File: src/rtl/delta_timer_queue_assert.svh
// Assertion macros shared by the delta timer queue RTL.
`ifndef DELTA_TIMER_QUEUE_ASSERT_SVH
`define DELTA_TIMER_QUEUE_ASSERT_SVH

// Consequent must hold in the same cycle as the antecedent.
`define DTQ_ASSERT_SAME(lbl, ante, cons, msg) \
	lbl: assert property (@(posedge clk) disable iff (!arst_n) (ante) |-> (cons)) \
		else $error(msg);

// Consequent must hold in the cycle after the antecedent.
`define DTQ_ASSERT_NEXT(lbl, ante, cons, msg) \
	lbl: assert property (@(posedge clk) disable iff (!arst_n) (ante) |=> (cons)) \
		else $error(msg);

`endif

File: src/rtl/dtq_pkg.sv
// Types, constants and controller/datapath interface of the delta timer queue.
package dtq_pkg;

	localparam int TIMER_SLOTS = 16;
	localparam int SLOT_W      = $clog2(TIMER_SLOTS);
	localparam int CNT_W       = $clog2(TIMER_SLOTS + 1);

	// Port field widths
	localparam int CMD_W  = 2;
	localparam int DLY_W  = 32;
	localparam int HDL_W  = 4;
	localparam int SEC_W  = 23;
	localparam int USEC_W = 20;
	localparam int ST_W   = 2;

	// Divide by 1000 through a reciprocal: x / 1000 == (x * DIV_RECIP) >> DIV_SHIFT
	// for every 32-bit x.
	localparam logic [DLY_W-1:0] MS_PER_SEC = 32'd1000;
	localparam int               RECIP_W    = 29;
	localparam logic [RECIP_W-1:0] DIV_RECIP = 29'h10624DD3;
	localparam int               DIV_SHIFT  = 38;
	localparam int               PROD_W     = DLY_W + RECIP_W;
	localparam int               REM_W      = 10;
	localparam int               USQ_W      = 11;   // usecs_in / 1000 fits here
	localparam int               SECMS_W    = SEC_W + REM_W;

	typedef enum logic [CMD_W-1:0] {
		CMD_ADD  = 2'd0,
		CMD_DEL  = 2'd1,
		CMD_NEXT = 2'd2,
		CMD_UPD  = 2'd3
	} cmd_t;

	typedef enum logic [ST_W-1:0] {
		ST_OK        = 2'd0,
		ST_EMPTY     = 2'd1,
		ST_FULL      = 2'd2,
		ST_BADHANDLE = 2'd3
	} status_t;

	typedef enum logic [2:0] {
		RES_OK,
		RES_ADD,
		RES_NEXT,
		RES_EMPTY,
		RES_FULL,
		RES_BAD
	} res_sel_t;

	typedef enum logic [3:0] {
		S_IDLE,
		S_DECODE,
		S_ADD_WALK,
		S_ADD_CUT,
		S_ADD_INS,
		S_DEL_WALK,
		S_DEL_DO,
		S_NX_MUL,
		S_NX_Q,
		S_NX_K,
		S_NX_RES,
		S_UPD_MUL,
		S_UPD_WR
	} state_t;

	// Commands from controller to datapath
	typedef struct packed {
		logic     ld;         // capture item, restart walk
		logic     walk_step;  // advance walk position, read ahead
		logic     sum_acc;    // add current difference to running sum
		logic     cut_wr;     // write cut difference of following entry
		logic     ins_wr;     // insert new timer
		logic     del_do;     // unlink timer
		logic     mul_head;   // multiply head delay by reciprocal
		logic     mul_upd;    // multiply update fields
		logic     div_q;      // take quotient
		logic     div_k;      // quotient times 1000
		logic     upd_wr;     // write updated delay
		logic     res_we;     // register result
		res_sel_t res_sel;
	} ctrl_t;

	// Status from datapath to controller
	typedef struct packed {
		cmd_t cmd;
		logic full;
		logic empty;
		logic hdl_ok;
		logic walk_end;
		logic add_hit;
		logic del_hit;
	} stat_t;

endpackage

File: src/rtl/dtq_datapath.sv
// Datapath: delay memory, order list, walk position and sum, divide-by-1000 unit, result.
module dtq_datapath (
	input  logic                        clk,
	input  logic                        arst_n,
	input  logic [dtq_pkg::CMD_W-1:0]   cmd,
	input  logic [dtq_pkg::DLY_W-1:0]   delay_ms,
	input  logic [dtq_pkg::HDL_W-1:0]   handle_in,
	input  logic [dtq_pkg::SEC_W-1:0]   secs_in,
	input  logic [dtq_pkg::USEC_W-1:0]  usecs_in,
	input  dtq_pkg::ctrl_t              ctrl,
	output dtq_pkg::stat_t              stat,
	output logic                        done,
	output logic [dtq_pkg::ST_W-1:0]    status,
	output logic [dtq_pkg::HDL_W-1:0]   handle_out,
	output logic [dtq_pkg::SEC_W-1:0]   secs_out,
	output logic [dtq_pkg::USEC_W-1:0]  usecs_out
);
	import dtq_pkg::*;

	// Captured item
	cmd_t              cmd_q;
	logic [DLY_W-1:0]  ms_q;
	logic [HDL_W-1:0]  hdl_q;
	logic [SEC_W-1:0]  secs_q;
	logic [USEC_W-1:0] usecs_q;

	// Queue state
	logic [DLY_W-1:0]       mem [TIMER_SLOTS];
	logic [SLOT_W-1:0]      order_q [TIMER_SLOTS];
	logic [CNT_W-1:0]       cnt_q;
	logic [TIMER_SLOTS-1:0] used_q;

	// Walk and arithmetic
	logic [CNT_W-1:0]   pos_q;
	logic [DLY_W-1:0]   sum_q;
	logic [DLY_W-1:0]   rd_q;
	logic [PROD_W-1:0]  prod_q;
	logic [SECMS_W-1:0] ps_q;
	logic [DLY_W-1:0]   d_q;
	logic [SEC_W-1:0]   q_q;
	logic [DLY_W-1:0]   qk_q;

	// Result
	logic [ST_W-1:0]   status_q;
	logic [HDL_W-1:0]  handle_q;
	logic [SEC_W-1:0]  secs_q2;
	logic [USEC_W-1:0] usecs_q2;
	logic              done_q;

	logic [SLOT_W-1:0]  pos_idx, pos_nx_idx, cur_slot, head_slot, hdl_idx, rd_addr;
	logic [SLOT_W-1:0]  free_slot;
	logic               free_any;
	logic [DLY_W-1:0]   walk_sum;
	logic               walk_end;
	logic               wr_en;
	logic [SLOT_W-1:0]  wr_addr;
	logic [DLY_W-1:0]   wr_data;
	logic [DLY_W-1:0]   mul_a;
	logic [SECMS_W:0]   upd_sum;
	logic [DLY_W-1:0]   upd_val;
	logic [DLY_W-1:0]   rem;
	logic [USEC_W-1:0]  rem_us;

	assign pos_idx    = pos_q[SLOT_W-1:0];
	assign pos_nx_idx = pos_idx + 1'b1;
	assign cur_slot   = order_q[pos_idx];
	assign head_slot  = order_q[0];
	assign hdl_idx    = SLOT_W'(hdl_q);
	assign rd_addr    = ctrl.walk_step ? order_q[pos_nx_idx] : cur_slot;
	assign walk_sum   = sum_q + rd_q;
	assign walk_end   = (pos_q >= cnt_q);

	// Lowest free slot
	always_comb begin
		free_slot = '0;
		free_any  = 1'b0;
		for (int i = TIMER_SLOTS - 1; i >= 0; i--) begin
			if (!used_q[i]) begin
				free_slot = SLOT_W'(i);
				free_any  = 1'b1;
			end
		end
	end

	// Status to controller
	always_comb begin
		stat.cmd      = cmd_q;
		stat.full     = (cnt_q >= CNT_W'(TIMER_SLOTS)) || !free_any;
		stat.empty    = (cnt_q == '0);
		stat.hdl_ok   = (int'(hdl_q) < TIMER_SLOTS) && used_q[hdl_idx];
		stat.walk_end = walk_end;
		stat.add_hit  = (walk_sum > ms_q);
		stat.del_hit  = (cur_slot == hdl_idx);
	end

	// Update value: secs * 1000 + usecs / 1000, saturated to 32 bits
	assign upd_sum = (SECMS_W + 1)'(ps_q) + (SECMS_W + 1)'(prod_q[DIV_SHIFT +: USQ_W]);
	assign upd_val = (upd_sum[SECMS_W:DLY_W] != '0) ? '1 : upd_sum[DLY_W-1:0];

	// Memory write port select
	always_comb begin
		wr_en   = 1'b0;
		wr_addr = cur_slot;
		wr_data = walk_sum - ms_q;
		if (ctrl.cut_wr && !walk_end) begin
			wr_en = 1'b1;
		end else if (ctrl.ins_wr) begin
			wr_en   = 1'b1;
			wr_addr = free_slot;
			wr_data = ms_q - sum_q;
		end else if (ctrl.upd_wr) begin
			wr_en   = 1'b1;
			wr_addr = hdl_idx;
			wr_data = upd_val;
		end
	end

	// Delay memory, registered read
	always_ff @(posedge clk) begin
		if (wr_en) begin
			mem[wr_addr] <= wr_data;
		end
		rd_q <= mem[rd_addr];
	end

	// Item capture and walk registers
	always_ff @(posedge clk) begin
		if (ctrl.ld) begin
			cmd_q   <= cmd_t'(cmd);
			ms_q    <= delay_ms;
			hdl_q   <= handle_in;
			secs_q  <= secs_in;
			usecs_q <= usecs_in;
			pos_q   <= '0;
			sum_q   <= '0;
		end else begin
			if (ctrl.walk_step) begin
				pos_q <= pos_q + 1'b1;
			end
			if (ctrl.sum_acc) begin
				sum_q <= walk_sum;
			end
		end
	end

	// Order list shifts
	always_ff @(posedge clk) begin
		if (ctrl.ins_wr) begin
			if (pos_q == '0) begin
				order_q[0] <= free_slot;
			end
			for (int i = 1; i < TIMER_SLOTS; i++) begin
				if (CNT_W'(i) == pos_q) begin
					order_q[i] <= free_slot;
				end else if (CNT_W'(i) > pos_q && CNT_W'(i) <= cnt_q) begin
					order_q[i] <= order_q[i-1];
				end
			end
		end else if (ctrl.del_do) begin
			for (int i = 0; i < TIMER_SLOTS - 1; i++) begin
				if (CNT_W'(i) >= pos_q && CNT_W'(i + 1) < cnt_q) begin
					order_q[i] <= order_q[i+1];
				end
			end
		end
	end

	// Count and busy flags
	always_ff @(posedge clk or negedge arst_n) begin
		if (!arst_n) begin
			cnt_q  <= '0;
			used_q <= '0;
		end else if (ctrl.ins_wr) begin
			cnt_q             <= cnt_q + 1'b1;
			used_q[free_slot] <= 1'b1;
		end else if (ctrl.del_do) begin
			if (!walk_end) begin
				cnt_q <= cnt_q - 1'b1;
			end
			used_q[hdl_idx] <= 1'b0;
		end
	end

	// Shared reciprocal multiplier and constant multiplies
	assign mul_a = ctrl.mul_upd ? DLY_W'(usecs_q) : rd_q;

	always_ff @(posedge clk) begin
		if (ctrl.mul_head || ctrl.mul_upd) begin
			prod_q <= PROD_W'(mul_a) * PROD_W'(DIV_RECIP);
		end
		if (ctrl.mul_head) begin
			d_q <= rd_q;
		end
		if (ctrl.mul_upd) begin
			ps_q <= SECMS_W'(secs_q) * SECMS_W'(MS_PER_SEC);
		end
		if (ctrl.div_q) begin
			q_q <= prod_q[DIV_SHIFT +: SEC_W];
		end
		if (ctrl.div_k) begin
			qk_q <= DLY_W'(q_q) * MS_PER_SEC;
		end
	end

	// Remainder is below 1000
	assign rem    = d_q - qk_q;
	assign rem_us = USEC_W'(rem[REM_W-1:0]) * USEC_W'(MS_PER_SEC);

	// Result register
	always_ff @(posedge clk) begin
		if (ctrl.res_we) begin
			handle_q <= '0;
			secs_q2  <= '0;
			usecs_q2 <= '0;
			unique case (ctrl.res_sel)
				RES_OK: begin
					status_q <= ST_OK;
				end
				RES_ADD: begin
					status_q <= ST_OK;
					handle_q <= HDL_W'(free_slot);
				end
				RES_NEXT: begin
					status_q <= ST_OK;
					handle_q <= HDL_W'(head_slot);
					secs_q2  <= q_q;
					usecs_q2 <= rem_us;
				end
				RES_EMPTY: begin
					status_q <= ST_EMPTY;
				end
				RES_FULL: begin
					status_q <= ST_FULL;
				end
				RES_BAD: begin
					status_q <= ST_BADHANDLE;
				end
				default: begin
					status_q <= ST_OK;
				end
			endcase
		end
	end

	// Result strobe
	always_ff @(posedge clk or negedge arst_n) begin
		if (!arst_n) begin
			done_q <= 1'b0;
		end else begin
			done_q <= ctrl.res_we;
		end
	end

	assign done       = done_q;
	assign status     = status_q;
	assign handle_out = handle_q;
	assign secs_out   = secs_q2;
	assign usecs_out  = usecs_q2;

endmodule

File: src/rtl/dtq_ctrl.sv
// Controller: command sequencing for add, delete, get next and update.
module dtq_ctrl (
	input  logic           clk,
	input  logic           arst_n,
	input  logic           start,
	input  dtq_pkg::stat_t stat,
	output dtq_pkg::ctrl_t ctrl,
	output logic           busy
);
	import dtq_pkg::*;

	state_t state_q, state_d;

	// State register
	always_ff @(posedge clk or negedge arst_n) begin
		if (!arst_n) begin
			state_q <= S_IDLE;
		end else begin
			state_q <= state_d;
		end
	end

	// Next state and commands
	always_comb begin
		state_d      = state_q;
		ctrl         = '0;
		ctrl.res_sel = RES_OK;
		unique case (state_q)
			S_IDLE: begin
				if (start) begin
					ctrl.ld = 1'b1;
					state_d = S_DECODE;
				end
			end
			S_DECODE: begin
				unique case (stat.cmd)
					CMD_ADD: begin
						if (stat.full) begin
							ctrl.res_we  = 1'b1;
							ctrl.res_sel = RES_FULL;
							state_d      = S_IDLE;
						end else begin
							state_d = S_ADD_WALK;
						end
					end
					CMD_DEL: begin
						if (!stat.hdl_ok) begin
							ctrl.res_we  = 1'b1;
							ctrl.res_sel = RES_BAD;
							state_d      = S_IDLE;
						end else begin
							state_d = S_DEL_WALK;
						end
					end
					CMD_NEXT: begin
						if (stat.empty) begin
							ctrl.res_we  = 1'b1;
							ctrl.res_sel = RES_EMPTY;
							state_d      = S_IDLE;
						end else begin
							state_d = S_NX_MUL;
						end
					end
					CMD_UPD: begin
						if (!stat.hdl_ok) begin
							ctrl.res_we  = 1'b1;
							ctrl.res_sel = RES_BAD;
							state_d      = S_IDLE;
						end else begin
							state_d = S_UPD_MUL;
						end
					end
					default: begin
						state_d = S_IDLE;
					end
				endcase
			end
			// One stored difference per cycle until the sum passes the new delay or the list ends
			S_ADD_WALK: begin
				if (stat.walk_end || stat.add_hit) begin
					state_d = S_ADD_CUT;
				end else begin
					ctrl.walk_step = 1'b1;
					ctrl.sum_acc   = 1'b1;
				end
			end
			S_ADD_CUT: begin
				ctrl.cut_wr = 1'b1;
				state_d     = S_ADD_INS;
			end
			S_ADD_INS: begin
				ctrl.ins_wr  = 1'b1;
				ctrl.res_we  = 1'b1;
				ctrl.res_sel = RES_ADD;
				state_d      = S_IDLE;
			end
			S_DEL_WALK: begin
				if (stat.walk_end || stat.del_hit) begin
					state_d = S_DEL_DO;
				end else begin
					ctrl.walk_step = 1'b1;
				end
			end
			S_DEL_DO: begin
				ctrl.del_do  = 1'b1;
				ctrl.res_we  = 1'b1;
				ctrl.res_sel = RES_OK;
				state_d      = S_IDLE;
			end
			S_NX_MUL: begin
				ctrl.mul_head = 1'b1;
				state_d       = S_NX_Q;
			end
			S_NX_Q: begin
				ctrl.div_q = 1'b1;
				state_d    = S_NX_K;
			end
			S_NX_K: begin
				ctrl.div_k = 1'b1;
				state_d    = S_NX_RES;
			end
			S_NX_RES: begin
				ctrl.res_we  = 1'b1;
				ctrl.res_sel = RES_NEXT;
				state_d      = S_IDLE;
			end
			S_UPD_MUL: begin
				ctrl.mul_upd = 1'b1;
				state_d      = S_UPD_WR;
			end
			S_UPD_WR: begin
				ctrl.upd_wr  = 1'b1;
				ctrl.res_we  = 1'b1;
				ctrl.res_sel = RES_OK;
				state_d      = S_IDLE;
			end
			default: begin
				state_d = S_IDLE;
			end
		endcase
	end

	assign busy = (state_q != S_IDLE);

endmodule

File: src/rtl/delta_timer_queue.sv
// Delta timer queue: one command at a time, taken when start is high and busy is low. The
// result appears in the cycle in which busy falls, for exactly one cycle with done high; it
// cannot be held off, so capture it then. Error results (full, empty, bad handle) are decided
// in the decode step. Add walks the stored differences through the single read port of the
// delay memory, one entry per cycle, past the queued timers ahead of the new one. Delete scans
// the order list one position per cycle until it reaches the timer.
module delta_timer_queue (
	input  logic                        clk,
	input  logic                        arst_n,
	input  logic                        start,
	output logic                        busy,
	input  logic [dtq_pkg::CMD_W-1:0]   cmd,
	input  logic [dtq_pkg::DLY_W-1:0]   delay_ms,
	input  logic [dtq_pkg::HDL_W-1:0]   handle_in,
	input  logic [dtq_pkg::SEC_W-1:0]   secs_in,
	input  logic [dtq_pkg::USEC_W-1:0]  usecs_in,
	output logic                        done,
	output logic [dtq_pkg::ST_W-1:0]    status,
	output logic [dtq_pkg::HDL_W-1:0]   handle_out,
	output logic [dtq_pkg::SEC_W-1:0]   secs_out,
	output logic [dtq_pkg::USEC_W-1:0]  usecs_out
);
	import dtq_pkg::*;
	`include "delta_timer_queue_assert.svh"

	ctrl_t ctrl;
	stat_t stat;

	// Controller
	dtq_ctrl u_ctrl (
		.clk    (clk),
		.arst_n (arst_n),
		.start  (start),
		.stat   (stat),
		.ctrl   (ctrl),
		.busy   (busy)
	);

	// Datapath
	dtq_datapath u_dp (
		.clk        (clk),
		.arst_n     (arst_n),
		.cmd        (cmd),
		.delay_ms   (delay_ms),
		.handle_in  (handle_in),
		.secs_in    (secs_in),
		.usecs_in   (usecs_in),
		.ctrl       (ctrl),
		.stat       (stat),
		.done       (done),
		.status     (status),
		.handle_out (handle_out),
		.secs_out   (secs_out),
		.usecs_out  (usecs_out)
	);

	// Checks
	`DTQ_ASSERT_NEXT(a_busy_after_start, start && !busy, busy, "item taken but busy low")
	`DTQ_ASSERT_NEXT(a_done_single, done, !done, "result strobe longer than one cycle")
	`DTQ_ASSERT_SAME(a_err_fields_zero, done && (status != ST_OK), (handle_out == '0) && (secs_out == '0) && (usecs_out == '0), "error result with nonzero fields")
	`DTQ_ASSERT_SAME(a_ins_room, ctrl.ins_wr, !stat.full, "insert into full queue")

endmodule

File: config.mk
export PLATFORM = sky130hd
export DESIGN_NAME = delta_timer_queue
export DESIGN_NICKNAME = d
export VERILOG_FILES = /design/src/rtl/dtq_pkg.sv /design/src/rtl/dtq_datapath.sv /design/src/rtl/dtq_ctrl.sv /design/src/rtl/delta_timer_queue.sv
export VERILOG_INCLUDE_DIRS = /design/src /design/src/rtl
export SDC_FILE = /design/constraint.sdc
export NUM_CORES = 2
export LEC_CHECK = 0
export BUFFER_PORTS_ARGS = -buffer_cell sky130_fd_sc_hd__buf_2
export CAP_MARGIN = 5
export CORE_MARGIN = 8
export CORE_UTILIZATION = 45
export DETAILED_ROUTE_END_ITERATION = 12
export PLACE_DENSITY_LB_ADDON = 0.15
export SLEW_MARGIN = 5
export SYNTH_ARGS = -nofsm -noshare
export SYNTH_HDL_FRONTEND = slang
export SYNTH_SLANG_ARGS = --single-unit
File: constraint.sdc
create_clock -name clk -period 24.7 [get_ports clk]
set_input_delay 2.47 -clock clk [delete_from_list [all_inputs] [get_ports clk]]
set_output_delay 2.47 -clock clk [all_outputs]
set_load 0.02 [all_outputs]
# Yosys cells after proc, flatten, opt, wreduce, memory -nomap -nowiden
# Memories as Yosys holds them, arrays and structs flattened. A register that Yosys moved wholly into a read port is not among the register bits.
# Cells that the tools add are included.
# word_totals
n_memories	2
inputBits	84
elab_cells	513
output_inout_bits	51
reg_bits	324
ramBits	576
# classes
n_mux	287
n_mul	4
order_cmp	67
n_reduce_logical	50
addsub	9
bitwise_logic	33
n_eq_ne	40
# mem_list
memory	words	width	rd	rd_clocked_by_memory_dff	wr	line	text
u_dp.mem	16	32	1	1	1	dtq_datapath.sv:28	logic [DLY_W-1:0] mem [TIMER_SLOTS];
u_dp.order_q	16	4	18	1	16	dtq_datapath.sv:29	logic [SLOT_W-1:0] order_q [TIMER_SLOTS];
# ops
op	count
4-bit two-way mux	59
1-bit two-way mux	204
32-bit two-way mux	5
32-bit subtractor	2
32-bit by 29-bit multiplier with 61-bit output (second input constant)	1
4-bit by 5-bit == test with 1-bit output (first input constant)	8
4-bit by 5-bit > comparator with 1-bit output (first input constant)	8
4-bit by 5-bit <= comparator with 1-bit output (first input constant)	8
4-bit by 5-bit < comparator with 1-bit output (first input constant)	8
4-bit one-hot mux with 9 select lines	1
4-bit by 5-bit greater-or-equal comparator with 1-bit output (first input constant)	7
33-bit by 11-bit adder with 34-bit output	1
1-bit logical AND	33
32-bit adder	1
32-bit > comparator	1
16-bit two-way mux	2
4-bit one-hot mux with 4 select lines	2
23-bit by 7-bit multiplier with 30-bit output (second input constant)	1
1-bit OR	30
23-bit by 7-bit multiplier with 7-bit output (second input constant)	1
3-bit by 5-bit == test with 1-bit output (first input constant)	4
4-bit == test (second input constant)	5
3-bit by 5-bit greater-or-equal comparator with 1-bit output (first input constant)	4
3-bit by 5-bit > comparator with 1-bit output (first input constant)	4
other kinds (54)	90

# Logic depth before layout (Yosys ltp)
# depth
ltp_word	23
ltp_mapped	33
mapped_depth_nobuf	31

# By module
# From an unflattened synthesis, not the netlist that was laid out.
# hier_totals
hier_cells	5570
hier_area_um2	62686.4
# by_module_without_submodules
module	instances	cells_each	area_per_inst_um2	seq_area_each_um2
dtq_datapath	1	5502	62182.1	25914.9
dtq_ctrl	1	68	504.2	100.1

# Least setup slack after synthesis
# No wires, ideal clock.
# synth_timing
kind	register to register
from	reg u_ctrl.state_q[1]
to	reg u_dp.prod_q[56] (data pin)
synth_period_minus_slack_ps	8697
path_stages_with_launch	30
setup_time_ps	262
path_slack_ps	16003
required_time_ps	24438
t_arrival_ps	8435
path_buffers	2
path_cell_list	dfrtp_1 buf_1 nand3_1 clkbuf_1 mux2i_1 inv_1 ha_1 fa_1 fa_1 inv_1 fa_1 inv_1 fa_1 fa_1 fa_1 inv_1 fa_1 inv_1 ha_1 a21o_1 a21o_1 a21oi_1 o21ai_0 a41oi_1 o22ai_1 or2_2 o211a_1 o41ai_1 o21bai_1 xor2_1
# synth_via
elab_chain_cells	4
# synth_rtl
item	line	text
start, declared	dtq_ctrl.sv:12	state_t state_q, state_d;
start signal, assigned	dtq_ctrl.sv:19	state_q <= state_d;
4-bit == test	dtq_ctrl.sv:28	unique case (state_q)
1-bit two-way mux	dtq_ctrl.sv:28	
32-bit two-way mux	dtq_datapath.sv:185	assign mul_a = ctrl.mul_upd ? DLY_W'(usecs_q) : rd_q;
32-bit by 29-bit multiplier with 61-bit output	dtq_datapath.sv:189	prod_q <= PROD_W'(mul_a) * PROD_W'(DIV_RECIP);
end signal, assigned	dtq_datapath.sv:189	
end, declared	dtq_datapath.sv:37	logic [PROD_W-1:0] prod_q;
# No other way between the ends.
# A chain may end at the register's enable or synchronous reset.

# Worst setup path after layout
# layout_timing
from	reg u_ctrl.state_q[3]
to	reg u_dp.prod_q[56] (data pin)
# The elaborated chain is that of the path after synthesis.

==> results.cfg <==
[critical_path]
r2r_end = u_dp.prod_q[56]$_DFFE_PP_
end_kind = register
cpMostUsedCell = fa_1
path_class = reg2reg
critPathMaxStageDelay_ns = 0.65
r2r_cells = 30
slowest_stage = mux2i_1
worstPathRequired_ns = 25.15
path_delay_family = adder cells
ff2ff_setup_slack_ns = 14.69
crit_fanout = 34
path_buf_inv = 7
arrival_ns = 10.46
cp-start-kind = register
reg2reg_from = u_ctrl.state_q[3]$_DFFE_PN0P_

[detailed_routing]
via_per_inst = 5.62
first_pass_iters = 6
wirelength_um = 173000
routedWlPerCell_um = 24.0
drtAntennaViolNets = 0
post-route-drc-count = 0
vias = 40500
drt_iter0_drc = 3237

[floorplanning]
core_mm2 = 0.136
die_h_um = 386
die_width_um = 386
start_util_pct = 45.3
row_count = 135
ioPinCount = 135
dieArea_mm2 = 0.149

[flow_run]
maxCapViolCount = 0

[final_layout]
fill_cells = 12100
area_growth_pct = 10.1
nets = 6438
final_cells = 7194
drive_gt1_share_pct = 9.15

[logic_synthesis]
async_reset_ff_share_pct = 2.91
synth.largest_area_cell = edfxtp_1
synth-seq-cells = 895
yosysWarningCount = 0
post_synth.cell_area_avg_um2 = 11.9
synth_top_area_share_pct = 38.9
synth_area_mm2 = 0.0615
seq_area_frac_synth_pct = 42.3
synthFlopType = edfxtp_1
synth_edf_count = 796
yosys-top-cells-area = edfxtp_1 39%, fa_1 14%, ha_1 12%, inv_1 4.4%, mux2i_1 4.1%
ys_types = 87
netlist_instances = 5157

[grt]
overflow = 0
grt_pass1_vias = 40600
grt_first_pass_wirelength_um = 259000
antenna_found_initial = 7
grt_max_degree = 124
grt_use_total_pct = 23.1

[clocking]
h-tree-depth = 3
cts_hold_buf = 0
insertion_delay_ns = 0.72
cts_tree = done
post-cts-setup-buffers = 0
clock_path_buffers = 3
cts_resized = 0
clockRootBuffer = clkbuf_16
cts.sinks = 895
clk_pin_slew_ns = 0.06
cts_made_buffers = 97

[timing]
setup_viol = 0
fin_crit_ns = 10.01
max_freq_ghz = 0.0999
final_hold_viol_count = 0
drv_slew = 0
fin_skew_ns = 0.0442
fin_crit_sh_pct = 40.5
worstMarginPinSlew_ns = 1.35
fin_setup_tns_ns = 0
rsz0062_at_grt = false
maxSlewHeadroom_pct = 10.1

[placed_design]
place_inst = 7008
place_congestion = 0.950
io_buffers = 131
hpwl_um = 127000

[min_path]
worst_hold_startpoint = u_dp.prod_q[50]$_DFFE_PP_
holdPathStages = 0
min_to = u_dp.q_q[12]$_DFFE_PP_
hold_class = reg2reg

[status]
status = finished clean
synth_stat cells (all sizes together), types with 19 or more instances:
cell type,count
o22ai,116
a211oi,25
xnor2,139
dfxtp,73
o21bai,24
buf,57
xor2,72
nor3,42
nand2,277
edfxtp,796
clkbuf,81
o31ai,19
a21oi,225
o21a,21
nor2b,35
dfrtp,26
mux4,42
nand2b,35
nand4,27
inv,722
a221o,46
or3,43
and3,64
fa,417
mux2,68
o21ai,201
ha,610
mux2i,253
nor2,247
a21o,96
nand3,63
worst max-delay path by stage:
stage,startpoint,end,cells past startpoint
finish,u_ctrl.state_q[3]$_DFFE_PN0P_,u_dp.prod_q[56]$_DFFE_PP_,30
global route,u_ctrl.state_q[3]$_DFFE_PN0P_,u_dp.prod_q[56]$_DFFE_PP_,30
CTS,u_ctrl.state_q[3]$_DFFE_PN0P_,u_dp.prod_q[56]$_DFFE_PP_,30
detailed placement,u_ctrl.state_q[3]$_DFFE_PN0P_,u_dp.prod_q[56]$_DFFE_PP_,30
global placement,u_ctrl.state_q[3]$_DFFE_PN0P_,u_dp.prod_q[56]$_DFFE_PP_,30
floorplan,u_ctrl.state_q[1]$_DFFE_PN0P_,u_dp.prod_q[56]$_DFFE_PP_,29
placed cells by master, fill, tap and decap left out, types with 29 or more instances in the layout:
cell,n
or3_1,43
nand2b_1,33
inv_1,721
nor2b_1,29
o21ai_0,198
buf_4,75
edfxtp_1,796
mux2i_1,253
xnor2_1,139
clkbuf_16,98
dfxtp_1,73
a21o_1,96
a221o_1,46
ha_1,610
nor2_1,238
buf_2,131
nor3_1,39
nand3_1,62
nand2_1,276
mux4_2,42
fa_1,417
a21oi_1,225
o22ai_1,116
mux2_2,41
xor2_1,72
and3_1,61
cell families after synthesis:
logic type	share of synthesized area (%)
other cells	0.00610
fa+ha+maj	26.0
simple gates	6.85
xor+xnor	3.00
mux	6.91
buf+inv	5.45
compound gates	9.49
flops	42.3
through the flow:
stage	area (um2)	hold slack (ns)	util [%]	worst slack, ns
detailed placement	64500	0.412	47.6	14.70
global route	67700	0.428	49.9	14.09
global placement	64500	0.414	47.6	14.87
finish	67700	0.423	49.9	14.69
floorplan	61500	0.400	-	16.00
CTS	67700	0.428	49.9	14.68
layer usage:
metal,track usage (%),vias to the layer above,wire length (um)
li1,-,18700,-
met4,7.08,8,5140
met3,2.97,219,9970
met2,36.7,1194,79200
met5,0,-,54
met1,33.2,20300,78600
registers in the layout, summed over array words and instances, names as in the netlist, 5 cells and up, named ones only:
signal and count:
u_dp.usecs_out 17, u_dp.pos_q 5, u_dp.ps_q 30, u_dp.secs_q 23, u_dp.used_q 16, u_dp.rd_q 32, u_dp.q_q 23, u_dp.d_q 10
u_dp.secs_out 23, u_dp.mem 512, u_dp.ms_q 32, u_dp.qk_q 7, u_dp.usecs_q 20, u_dp.order_q 64, u_dp.cnt_q 5, u_dp.prod_q 23
u_dp.sum_q 32
final cells by class:
| class | count | area, um2 | share of cell area, % |
|---|---|---|---|
| Timing Repair Buffer | 207 | 1240 | 1.83 |
| Inverter | 723 | 2710 | 4.01 |
| Sequential cell | 895 | 26000 | 38.4 |
| Multi-Input combinational cell | 3403 | 32300 | 47.8 |
| Antenna cell | 2 | 5.00 | 0.00739 |
| Clock inverter | 51 | 489 | 0.722 |
| Clock buffer | 132 | 2690 | 3.97 |
| Tap cell | 1781 | 2230 | 3.29 |
worst register-to-register path, delay by kind of cell (launching register included):
| kind | cells | cell delay, ns |
|---|---|---|
| xor gates and xnor gates | 1 | 0.17 |
| adders and majority gates | 9 | 4.08 |
| AOI/OAI and AO/OA | 9 | 2.15 |
| buffers and inverters | 7 | 1.38 |
| and+or+nand+nor | 3 | 0.73 |
| DFF | 1 | 0.54 |
| muxes | 1 | 0.71 |
Power is left out: the tool's default activity adds up to more than one toggle a clock period on the data nets, which glitch-free logic cannot reach.
